$ cat config.mk
export PLATFORM = sky130hd
export DESIGN_NAME = keypad_scan_hold_timer_unit
export DESIGN_NICKNAME = d
export VERILOG_FILES = /design/src/rtl/khst_pkg.sv /design/src/rtl/keypad_scan_hold_timer_unit.sv /design/src/rtl/khst_rem.sv
export SDC_FILE = /design/constraint.sdc
export NUM_CORES = 1
export LEC_CHECK = 0
export BUFFER_PORTS_ARGS = -buffer_cell sky130_fd_sc_hd__clkbuf_2
export CORE_MARGIN = 3
export CORE_UTILIZATION = 56
export DETAILED_ROUTE_END_ITERATION = 6
export PLACE_DENSITY_LB_ADDON = 0.08
export SETUP_SLACK_MARGIN = 0.15
export SLEW_MARGIN = 20
export SYNTH_ARGS = -nofsm -noshare
export SYNTH_HDL_FRONTEND = slang
export SYNTH_SLANG_ARGS = --single-unit
$ cat constraint.sdc
create_clock -name clk -period 2.5 [get_ports clk]
set_input_delay 0.5 -clock clk [delete_from_list [all_inputs] [get_ports clk]]
set_output_delay 0.5 -clock clk [all_outputs]
set_load 0.05 [all_outputs]
$ cat src/rtl/khst_pkg.sv
// Shared types and constants for the keypad scan and hold timer unit.
// Used by the top level and by the remainder unit; depends on nothing.
package khst_pkg;

    localparam int NUM_KEYS = 16;
    localparam int KEY_IDX_W = 4;
    localparam int KEY_CODE_W = 5;
    localparam int COL_W = 2;
    localparam int ROWS = 4;
    localparam int PERIOD_W = 8;
    localparam int LONG_W = 16;
    localparam int DIV_W = 4;
    localparam int CFG_DATA_W = 16;
    localparam int CFG_IDX_W = 2;

    // Command codes
    localparam logic [1:0] CMD_SCAN     = 2'd0;
    localparam logic [1:0] CMD_CLR_KEYS = 2'd1;
    localparam logic [1:0] CMD_CLR_HOLD = 2'd2;

    // Register indexes
    localparam logic [CFG_IDX_W-1:0] REG_UPDATE_DIVIDER   = 2'd0;
    localparam logic [CFG_IDX_W-1:0] REG_REPEAT_PERIOD    = 2'd1;
    localparam logic [CFG_IDX_W-1:0] REG_LONG_PRESS_COUNT = 2'd2;

    // Register reset values
    localparam logic [DIV_W-1:0]    UPDATE_DIVIDER_RST   = 4'd4;
    localparam logic [PERIOD_W-1:0] REPEAT_PERIOD_RST    = 8'd12;
    localparam logic [LONG_W-1:0]   LONG_PRESS_COUNT_RST = 16'd75;

    // Status of the remainder unit
    typedef struct packed {
        logic done;
        logic zero;
    } rem_status_t;

    // Key bit wired to a column and row
    function automatic logic [KEY_IDX_W-1:0] col_row_key(
        input logic [COL_W-1:0] col,
        input logic [1:0]       row
    );
        logic [KEY_IDX_W-1:0] k;
        begin
            k = '0;
            case ({col, row})
                4'h0: k = 4'd0;
                4'h1: k = 4'd3;
                4'h2: k = 4'd6;
                4'h3: k = 4'd14;
                4'h4: k = 4'd1;
                4'h5: k = 4'd4;
                4'h6: k = 4'd7;
                4'h7: k = 4'd9;
                4'h8: k = 4'd2;
                4'h9: k = 4'd5;
                4'hA: k = 4'd8;
                4'hB: k = 4'd15;
                4'hC: k = 4'd10;
                4'hD: k = 4'd11;
                4'hE: k = 4'd12;
                4'hF: k = 4'd13;
                default: k = '0;
            endcase
            return k;
        end
    endfunction

endpackage

$ cat src/rtl/keypad_scan_hold_timer_unit.sv
// 4x4 keypad scanner with per-key hold timers: top level and sequencer.
// Depends on khst_pkg and the remainder unit khst_rem.
//
// Each input word is one command (s_tuser): a scan tick carrying the row levels
// of the driven column, a clear of the key states, or a clear of the hold
// counters and the long press flag. Every input word yields exactly one output
// word with the next drive column, the key states and any hold events. The
// block takes one word at a time. A scan tick that updates the hold counters
// walks the 16 counters with a single incrementer, one per cycle; when the
// event key's count needs the repeat check, a bit-serial remainder unit then
// works through the count at one bit per cycle. Output words sit in a register
// until taken; a finished word waits there if m_tready is low.
module keypad_scan_hold_timer_unit #(
    parameter int HOLD_WIDTH = 16
) (
    input  logic                            clk,
    input  logic                            rst_n,
    // configuration write port
    input  logic                            cfg_we,
    input  logic [khst_pkg::CFG_IDX_W-1:0]  cfg_index,
    input  logic [khst_pkg::CFG_DATA_W-1:0] cfg_data,
    // input stream
    input  logic                            s_tvalid,
    output logic                            s_tready,
    input  logic [7:0]                      s_tdata,  // [3:0] row_levels
    input  logic [1:0]                      s_tuser,  // [1:0] cmd
    // output stream
    output logic                            m_tvalid,
    input  logic                            m_tready,
    // [1:0] column_drive, [17:2] key_states, [22:18] event_key,
    // [23] repeat_event, [24] long_event, [25] long_flag
    output logic [31:0]                     m_tdata
);
    import khst_pkg::*;

    localparam int CMP_W = (HOLD_WIDTH > LONG_W) ? HOLD_WIDTH : LONG_W;

    typedef enum logic [2:0] {
        S_IDLE,
        S_HOLD,
        S_CHECK,
        S_REM,
        S_DONE
    } state_t;

    state_t                state_reg;
    logic [DIV_W-1:0]      update_divider_reg;
    logic [PERIOD_W-1:0]   repeat_period_reg;
    logic [LONG_W-1:0]     long_press_count_reg;
    logic [COL_W-1:0]      drive_column_reg;
    logic [DIV_W-1:0]      tick_divider_reg;
    logic [NUM_KEYS-1:0]   key_bits_reg;
    logic [HOLD_WIDTH-1:0] hold_reg [NUM_KEYS];
    logic                  long_seen_reg;
    logic [KEY_IDX_W-1:0]  key_idx_reg;
    logic [KEY_CODE_W-1:0] ev_key_reg;
    logic [HOLD_WIDTH-1:0] time_reg;
    logic                  rep_reg;
    logic                  lng_reg;
    logic                  m_tvalid_reg;
    logic [31:0]           m_tdata_reg;

    logic                  in_acc;
    logic [NUM_KEYS-1:0]   scan_bits;
    logic [HOLD_WIDTH-1:0] hold_inc;
    logic                  rem_start;
    logic                  ev_live;
    rem_status_t           rem_status;

    assign in_acc   = s_tvalid && s_tready;
    assign s_tready = (state_reg == S_IDLE);
    assign m_tvalid = m_tvalid_reg;
    assign m_tdata  = m_tdata_reg;

    // Key states after scanning the driven column: first high row wins
    always_comb
    begin
        logic found;
        found     = 1'b0;
        scan_bits = key_bits_reg;
        for (int r = 0; r < ROWS; r++)
        begin
            scan_bits[col_row_key(drive_column_reg, 2'(r))] = 1'b0;
            if (!found && s_tdata[r])
            begin
                scan_bits[col_row_key(drive_column_reg, 2'(r))] = 1'b1;
                found = 1'b1;
            end
        end
    end

    // Shared incrementer for the hold counter walk
    assign hold_inc  = hold_reg[key_idx_reg] + 1'b1;
    assign ev_live   = (ev_key_reg != '0) && (time_reg != '0);
    assign rem_start = (state_reg == S_CHECK) && ev_live && (repeat_period_reg != '0);

    khst_rem #(
        .HOLD_WIDTH (HOLD_WIDTH)
    ) u_rem (
        .clk      (clk),
        .rst_n    (rst_n),
        .start    (rem_start),
        .dividend (time_reg),
        .divisor  (repeat_period_reg),
        .status   (rem_status)
    );

    // Sequencer, state and registered outputs
    always_ff @(posedge clk or negedge rst_n)
    begin
        if (!rst_n)
        begin
            state_reg            <= S_IDLE;
            update_divider_reg   <= UPDATE_DIVIDER_RST;
            repeat_period_reg    <= REPEAT_PERIOD_RST;
            long_press_count_reg <= LONG_PRESS_COUNT_RST;
            drive_column_reg     <= '0;
            tick_divider_reg     <= DIV_W'(1);
            key_bits_reg         <= '0;
            for (int k = 0; k < NUM_KEYS; k++)
                hold_reg[k] <= '0;
            long_seen_reg        <= 1'b0;
            key_idx_reg          <= '0;
            ev_key_reg           <= '0;
            time_reg             <= '0;
            rep_reg              <= 1'b0;
            lng_reg              <= 1'b0;
            m_tvalid_reg         <= 1'b0;
            m_tdata_reg          <= '0;
        end
        else
        begin
            // Write configuration
            if (cfg_we)
            begin
                case (cfg_index)
                    REG_UPDATE_DIVIDER:   update_divider_reg   <= cfg_data[DIV_W-1:0];
                    REG_REPEAT_PERIOD:    repeat_period_reg    <= cfg_data[PERIOD_W-1:0];
                    REG_LONG_PRESS_COUNT: long_press_count_reg <= cfg_data[LONG_W-1:0];
                    default: ;
                endcase
            end

            // Drop the output word once taken, unless a new one loads
            if (m_tvalid_reg && m_tready && (state_reg != S_DONE))
                m_tvalid_reg <= 1'b0;

            case (state_reg)
                S_IDLE:
                begin
                    if (in_acc)
                    begin
                        ev_key_reg  <= '0;
                        time_reg    <= '0;
                        rep_reg     <= 1'b0;
                        lng_reg     <= 1'b0;
                        key_idx_reg <= '0;
                        state_reg   <= S_DONE;
                        case (s_tuser)
                            CMD_SCAN:
                            begin
                                key_bits_reg     <= scan_bits;
                                drive_column_reg <= drive_column_reg + 1'b1;
                                if (tick_divider_reg == update_divider_reg)
                                begin
                                    tick_divider_reg <= DIV_W'(1);
                                    state_reg        <= S_HOLD;
                                end
                                else
                                begin
                                    tick_divider_reg <= tick_divider_reg + 1'b1;
                                end
                            end
                            CMD_CLR_KEYS:
                            begin
                                key_bits_reg <= '0;
                            end
                            CMD_CLR_HOLD:
                            begin
                                for (int k = 0; k < NUM_KEYS; k++)
                                    hold_reg[k] <= '0;
                                long_seen_reg <= 1'b0;
                            end
                            default: ;
                        endcase
                    end
                end

                // Advance one hold counter per cycle; remember the last held key
                S_HOLD:
                begin
                    if (key_bits_reg[key_idx_reg])
                    begin
                        hold_reg[key_idx_reg] <= hold_inc;
                        ev_key_reg            <= KEY_CODE_W'(key_idx_reg) + 1'b1;
                        time_reg              <= hold_inc;
                    end
                    else
                    begin
                        hold_reg[key_idx_reg] <= '0;
                    end
                    key_idx_reg <= key_idx_reg + 1'b1;
                    if (key_idx_reg == KEY_IDX_W'(NUM_KEYS - 1))
                        state_reg <= S_CHECK;
                end

                // Long press compare; launch the repeat check if it applies
                S_CHECK:
                begin
                    if (ev_live && (CMP_W'(time_reg) == CMP_W'(long_press_count_reg)))
                    begin
                        lng_reg       <= 1'b1;
                        long_seen_reg <= 1'b1;
                    end
                    state_reg <= rem_start ? S_REM : S_DONE;
                end

                S_REM:
                begin
                    if (rem_status.done)
                    begin
                        rep_reg   <= rem_status.zero;
                        state_reg <= S_DONE;
                    end
                end

                // Load the output word when the register is free
                S_DONE:
                begin
                    if (!m_tvalid_reg || m_tready)
                    begin
                        m_tvalid_reg <= 1'b1;
                        m_tdata_reg  <= {6'b0, long_seen_reg, lng_reg, rep_reg,
                                         ev_key_reg, key_bits_reg, drive_column_reg};
                        state_reg    <= S_IDLE;
                    end
                end

                default:
                begin
                    state_reg <= S_IDLE;
                end
            endcase
        end
    end

endmodule

$ cat src/rtl/khst_rem.sv
// Bit-serial remainder unit: hold count modulo repeat period, one bit a cycle.
// Depends on khst_pkg for the period width and the status struct.
module khst_rem #(
    parameter int HOLD_WIDTH = 16
) (
    input  logic                         clk,
    input  logic                         rst_n,
    input  logic                         start,
    input  logic [HOLD_WIDTH-1:0]        dividend,
    input  logic [khst_pkg::PERIOD_W-1:0] divisor,
    output khst_pkg::rem_status_t        status
);
    import khst_pkg::*;

    localparam int CNT_W = $clog2(HOLD_WIDTH + 1);

    logic                  busy_reg;
    logic                  done_reg;
    logic [CNT_W-1:0]      cnt_reg;
    logic [HOLD_WIDTH-1:0] quo_reg;
    logic [PERIOD_W-1:0]   rem_reg;
    logic [PERIOD_W:0]     trial;
    logic [PERIOD_W:0]     diff;

    // Bring down the next dividend bit and try the subtraction
    assign trial = {rem_reg, quo_reg[HOLD_WIDTH-1]};
    assign diff  = trial - {1'b0, divisor};

    // Restoring remainder sequence
    always_ff @(posedge clk or negedge rst_n)
    begin
        if (!rst_n)
        begin
            busy_reg <= 1'b0;
            done_reg <= 1'b0;
            cnt_reg  <= '0;
            quo_reg  <= '0;
            rem_reg  <= '0;
        end
        else
        begin
            done_reg <= 1'b0;
            if (start)
            begin
                busy_reg <= 1'b1;
                cnt_reg  <= CNT_W'(HOLD_WIDTH);
                quo_reg  <= dividend;
                rem_reg  <= '0;
            end
            else if (busy_reg)
            begin
                if (trial >= {1'b0, divisor})
                    rem_reg <= diff[PERIOD_W-1:0];
                else
                    rem_reg <= trial[PERIOD_W-1:0];
                quo_reg <= {quo_reg[HOLD_WIDTH-2:0], 1'b0};
                cnt_reg <= cnt_reg - 1'b1;
                if (cnt_reg == CNT_W'(1))
                begin
                    busy_reg <= 1'b0;
                    done_reg <= 1'b1;
                end
            end
        end
    end

    assign status.done = done_reg;
    assign status.zero = (rem_reg == '0);

endmodule

==> results of run 1 <==
## routing by layer
| metal | vias up | global-route usage | routed length [um] |
|---|---|---|---|
| li1 | 6486 | - | - |
| met1 | 7438 | 0.4102 | 22420 |
| met2 | 621 | 0.4643 | 26490 |
| met3 | 138 | 0.05571 | 4539 |
| met4 | 0 | 0.07792 | 1488 |
| met5 | - | 0 | 0 |
## cell usage after synthesis, types with 4 or more instances
master	number	area share
nand2_1	388	0.079
dfrtp_1	387	0.52
o21ai_0	223	0.060
o21ai_1	80	0.022
mux4_2	71	0.087
clkbuf_1	61	0.012
mux2_2	55	0.034
nor2_1	45	0.0091
buf_2	35	0.0095
a21oi_1	34	0.0092
nand3_1	32	0.0087
mux2i_1	28	0.015
a22oi_1	25	0.010
ha_1	24	0.016
inv_1	24	0.0049
xor2_1	23	0.011
xnor2_1	19	0.0090
buf_4	18	0.0073
nor4_1	13	0.0044
a22o_1	10	0.0047
and2_1	9	0.0030
nand4_1	9	0.0030
dfstp_2	8	0.011
nand2b_1	8	0.0027
o31ai_1	8	0.0032
buf_6	7	0.0043
nor2b_1	7	0.0024
nor3_1	6	0.0016
a221oi_1	4	0.0019
a31oi_1	4	0.0014
a32o_1	4	0.0022
xor2_2	4	0.0035
## layout make-up
cell class | count | area [um^2]
inverter | 24 | 97.59
fill | 2139 | 7996
tap | 435 | 544.3
multi-input combinational | 1191 | 9200
timing repair buffer | 271 | 2870
sequential | 395 | 9899
clock inverter | 10 | 150.1
clock buffer | 66 | 1285
## report_power, final
group | total [mW] | internal, mW | leakage, nW | switching [mW]
clock | 6.47 | 3.94 | 0.707 | 2.53
combinational | 5.21 | 2.24 | 4.62 | 2.97
sequential | 7.85 | 7.20 | 5.37 | 0.655
## final timing paths
path                                                   endpoint  slack, ns  cells after the start
setup / recovery                      hold_reg[168]$_DFFE_PN0P_      -0.44                     13
hold / removal             long_press_count_reg[10]$_DFFE_PN0P_       0.20                      2
min in group asynchronous          u_rem.rem_reg[3]$_DFFE_PN0P_       0.50                      2
setup reg to reg                      hold_reg[168]$_DFFE_PN0P_      -0.44                     13
hold reg to reg                       hold_reg[142]$_DFFE_PN0P_       0.48                      2
max in group asynchronous             hold_reg[246]$_DFFE_PN0P_       1.19                      3
## metrics by stage
stage               worst slack, ns  utilization  hold slack (ns)  total power [mW]
finish                      -0.4411       0.7504           0.1952             19.54
floorplan                   -0.1405            -           0.2044             11.24
detailed placement          -0.5319       0.6394           0.4656             12.60
CTS                         -0.2733       0.7032           0.1843             19.27
global route                -0.5360       0.7504           0.1856             20.47
global placement            -0.4837       0.6394           0.4558             12.49
## kinds of logic after synthesis
family,after synthesis,synth area share
AND/OR/NAND/NOR,539,0.1227
AO/OA/AOI/OAI,415,0.1264
flip-flops,395,0.5353
multiplexers,154,0.1352
buffers and inverters,146,0.03852
XOR/XNOR,47,0.02430
adder cells (fa/ha/maj),25,0.01733
other,1,0.0002029
## repair_timing
action	4_1_cts	5_1_grt
hold endpoints to repair	49	0
cloned	8	20
buffers inserted	18	14
hold buffers	1	0
resized for setup	110	325
pin swaps	29	127
setup endpoints to repair	285	287
==> flow_summary.ini, run 1 <==
[floorplanning]
start_util = 0.5768
core_area_um2 = 32040
ios = 67
die_area_um2 = 35220
fp-row-count = 65
fp.dieH_um = 187.7
die_w_um = 187.7

[sta]
slew_headroom = 0.5185
setup-violations-final = 277
hold_viol = 0
finalMaxSlewViolations = 0
min_period_ns = 2.941
setup_slack_ns = -0.4411
fin_skew_ns = 0.01610
rsz0062_at_grt = yes
fin_tns_setup_ns = -90.58
worstMarginPinSlew_ns = 0.7156
max_freq_ghz = 0.3400
min_period_over_period = 1.176

[global_routing]
grt_pass1_wl_mm = 81.39
grt.overflow.total = 0
grt_pass1_vias = 14680
grt_usage = 0.2893
antenna_found_initial = 0
grt_max_degree = 69

[drt]
drt_iter0_drc = 1403
vias_per_cell = 6.138
first_pass_iters = 5
vias = 14680
ant_nets = 0
drt_wl_total_mm = 54.93
wl_per_cell_um = 22.97
remaining_drc_errors = 0

[clocking]
clk_pin_slew_ns = 0.06
cts_tree = built
clk_latency_ns = 0.54
numCtsBuffers = 43
cts_root_buf = clkbuf_16
clk_path_buf_depth = 3
cts_num_sinks = 395
htreeDepth = 2

[layout]
final_layout_size_suffix_gt1_frac = 0.3802
largest_reg_flops = 256
layout.nets = 1984
fin_cells = 2392
final_common_cell = dfrtp_1
final_cell_mix = 385 x dfrtp_1, 357 x nand2_1, 157 x o21ai_2
final_area_um2 = 24050
diodes = 0
area_delta_synth_final_pct = 30.10

[critical_path]
end_kind = flop
path_max_fanout = 8
critical-path-slowest-cell = dfrtp_4
path_cells = buf_8 -> buf_12 -> buf_12 -> mux4_2 -> a22oi_2 -> nand2_2 -> nand4_1 -> buf_4 -> nor2_4 -> nand2_4 -> xnor2_4 -> clkbuf_16 -> o21ai_1
crit_family = buffers and inverters
crit_top_cell = buf_12
cp.required_ns = 2.91
critical_path.max_stage_delay_ns = 0.50
r2r_start = key_idx_reg[0]$_DFFE_PN0P_
critPathKind = flop to flop
critPathLaunch = key_idx_reg[0]$_DFFE_PN0P_
cp.arrival_ns = 3.35
crit_buf_inv = 5
crit_path_start_kind = flop

[placement]
port_buffers = 56
dp.final_hpwl_mm = 32.85
gp_congestion = 0.8481
placed_cells = 2255
postPlaceCellArea_um2 = 20490

[logic_synthesis]
synth_edf_count = 0
yosysSeqAreaShare = 0.5353
synthDistinctLibCells = 66
syn_avg_cell_area_um2 = 10.73
synthCells = 1722
ys_seq_elements = 395
yosysWarningCount = 0
async_flop_share = 1.000
syn-cell-area_um2 = 18480
ys.flop_type = dfrtp_1

[pwr]
leakagePower_nw = 10.70
irDropWorstVdd_v = 0.0007955
power.density_nw_per_um2 = 812.5

[outcome]
violations = negative setup slack
status = complete, but fails checks

[job]
cap_violations = 0

[worst_hold_path]
hp-start = cfg_data[10]
hold_path.class = input pin to flop
Note: power is estimated with default switching activity, not from simulation.
==> run 2, diff against run 1 <==
ABC_AREA = 1   (was default)
CORE_MARGIN = default   (was 3)
CORE_UTILIZATION = 57   (was 56)
MAX_ROUTING_LAYER = met4   (was default)
==> run 2 against run 1 <==
Against the previous run: the flow still finishes with violations (negative setup slack); setup slack improved by 0.17 ns; critical path depth rose by 7; highest routed layer unchanged; largest power group is now combinational logic; first-iteration DRC count rose by 85%.
==> flow_summary.ini, run 2 <==
[critical_path]
end_kind = flop
r2r_start = key_idx_reg[0]$_DFFE_PN0P_
path_max_fanout = 10
worstReg2RegEnd = hold_reg[62]$_DFFE_PN0P_
reg2reg_depth = 20
crit_path_start_kind = flop
cp.arrival_ns = 3.22
critPathKind = flop to flop
cp.required_ns = 2.96
regToRegSetupSlack_ns = -0.27

[sta]
max_freq_ghz = 0.3613
min_period_over_period = 1.107
hold_viol = 0
setup_slack_ns = -0.2680
worstMarginPinSlew_ns = 0.6502
min_period_ns = 2.768
setup-violations-final = 260
finalMaxSlewViolations = 0
rsz0062_at_grt = yes
fin_skew_ns = 0.01811
slew_headroom = 0.5625

[worst_hold_path]
holdPathEnd = long_press_count_reg[15]$_DFFE_PN0P_
hold_path.class = input pin to flop
hold_depth = 2
hp-start = cfg_data[15]

[logic_synthesis]
synthTopCellsByCount = 815 x nand2_1, 408 x inv_1, 387 x dfrtp_1
synthDistinctLibCells = 46
synth_edf_count = 0
synthTopCellsByArea = dfrtp_1 42%, nand2_1 13%, o21ai_0 8.3%
yosysMostFrequentCell = nand2_1
async_flop_share = 1.000
ys.flop_type = dfrtp_1
synth.largest_area_cell = dfrtp_1
yosysSeqAreaShare = 0.4306
yosysWarningCount = 0
post-synth-top-area-fraction = 0.4215
synthCells = 3157
ys_seq_elements = 395
syn-cell-area_um2 = 22980
syn_avg_cell_area_um2 = 7.278

[pwr]
irDropWorstVdd_v = 0.0005533
leakagePower_nw = 13.70
p_int_mw = 14.61
switching_share = 0.3847
p_seq_frac = 0.316
pwr-share-comb = 0.385
clkPwrFrac = 0.299
switching_power_mw = 9.136
fin_total_pwr_mw = 23.75
power.density_nw_per_um2 = 813.5

[layout]
fillers = 3099
final_layout_size_suffix_gt1_frac = 0.2194
layout.nets = 3494
largest_reg_flops = 256
area_delta_synth_final_pct = 27.05
fin_util = 0.7347
diodes = 0
final_cell_mix = 731 x nand2_1, 394 x inv_1, 385 x dfrtp_1
final_common_cell = nand2_1

[drt]
wl_per_cell_um = 20.94
first_pass_iters = 7
drt_wl_total_mm = 83.64
remaining_drc_errors = 0
vias = 24010
vias_per_cell = 6.012
drt_iter0_drc = 2589
ant_nets = 0

[clocking]
clk_path_buf_depth = 3
htreeDepth = 2
clk_pin_slew_ns = 0.07
cts_num_sinks = 395
numCtsBuffers = 45
clk_latency_ns = 0.59
cts_root_buf = clkbuf_16
cts_tree = built

[job]
cap_violations = 0

[floorplanning]
die_area_um2 = 41120
fp.dieH_um = 202.8
start_util = 0.5783
ios = 67
core_area_um2 = 39730
die_w_um = 202.8
fp-row-count = 73

[global_routing]
grt_pass1_wl_mm = 130.6
grt_pass1_vias = 23270
grt_usage = 0.4227
grt_max_degree = 61
grt.overflow.total = 0
antenna_found_initial = 0

[placement]
port_buffers = 56
gp_congestion = 0.9855
dp.final_hpwl_mm = 54.99

[outcome]
status = complete, but fails checks
violations = negative setup slack
==> run 2: worst max-delay path: stages (launching register included) <==
cell and delay [ns]:
dfrtp_4 0.43, buf_12 0.19, inv_16 0.08, buf_12 0.14, buf_16 0.15, nand2_2 0.05, nand3_1 0.07, nand2_1 0.08
nand2_1 0.06, nand2_1 0.08, inv_1 0.05, nand2_2 0.09, ha_4 0.16, inv_4 0.04, nor2_4 0.11, nand2_2 0.08
nor2_4 0.18, nand4_1 0.16, nand2_4 0.18, buf_6 0.16, o21ai_0 0.08
==> run 2: per-stage QoR <==
step / instances / instance area (um^2) / hold WS, ns / TNS [ns] / setup WS [ns]
floorplan: 3162 / 23040 / 0.2044 / 0 / 0.1203
global placement: 3855 / 25720 / 0.4561 / -37.67 / -0.2934
detailed placement: 3855 / 25720 / 0.4649 / -42.49 / -0.3692
CTS: 3990 / 28880 / 0.1339 / -16.70 / -0.1459
global route: 3994 / 29190 / 0.1506 / -67.42 / -0.3918
finish: 3994 / 29190 / 0.1527 / -38.44 / -0.2680
==> run 2: repair_timing <==
| item | CTS | global route |
|---|---|---|
| endpoints found under the setup margin | 288 | 295 |
| cloned | 16 | 1 |
| hold endpoints to repair | 49 | 0 |
| pin swaps | 78 | 25 |
| setup buffers | 38 | 3 |
| resized for setup | 309 | 106 |
| hold buffers | 1 | 0 |
==> run 2: power groups by stage <==
| stage | combinational, mW | sequential (mW) | clock, mW |
|---|---|---|---|
| CTS | 8.76 | 7.49 | 7.13 |
| detailed placement | 7.80 | 7.59 | 0 |
| global route | 9.90 | 7.58 | 7.38 |
| floorplan | 4.63 | 7.89 | 0 |
| global placement | 7.67 | 7.57 | 0 |
| finish | 9.15 | 7.50 | 7.09 |
==> run 2: cell families after synthesis <==
kind of cell,synth area share
simple gates,0.2592
fa+ha+maj,0.01394
other cells,0.0001632
compound gates,0.1718
buf+inv,0.1115
flops,0.4306
xor+xnor,0.008767
mux,0.003921
==> run 2: layout make-up <==
class,instances,area (um^2),share of cell area
Multi-Input combinational cell,2166,11350,0.3887
Clock inverter,13,226.5,0.007758
Timing Repair inverter,1,16.27,0.0005572
Sequential cell,395,9899,0.3391
Tap cell,525,656.9,0.02250
Inverter,423,1632,0.05589
Clock buffer,67,1331,0.04560
Timing Repair Buffer,404,4084,0.1399
==> run 2: how the worst max path moves through the flow <==
stage	from	to	slack [ns]	depth (start not counted)
floorplan	key_idx_reg[0]$_DFFE_PN0P_	hold_reg[6]$_DFFE_PN0P_	0.12	19
finish	key_idx_reg[0]$_DFFE_PN0P_	hold_reg[62]$_DFFE_PN0P_	-0.27	20
detailed placement	key_idx_reg[0]$_DFFE_PN0P_	hold_reg[59]$_DFFE_PN0P_	-0.37	17
global route	key_idx_reg[0]$_DFFE_PN0P_	hold_reg[10]$_DFFE_PN0P_	-0.39	22
global placement	key_idx_reg[0]$_DFFE_PN0P_	hold_reg[74]$_DFFE_PN0P_	-0.29	17
CTS	key_idx_reg[0]$_DFFE_PN0P_	hold_reg[166]$_DFFE_PN0P_	-0.15	18
==> run 2: metal layers <==
layer  vias to the layer above  GRT usage  wire [um]
met5                         -          -          0
met4                         0     0.2312       5224
met3                       342    0.06260       7919
met2                      1360     0.6387      37410
met1                     11390     0.5486      33090
li1                      10920          -          -
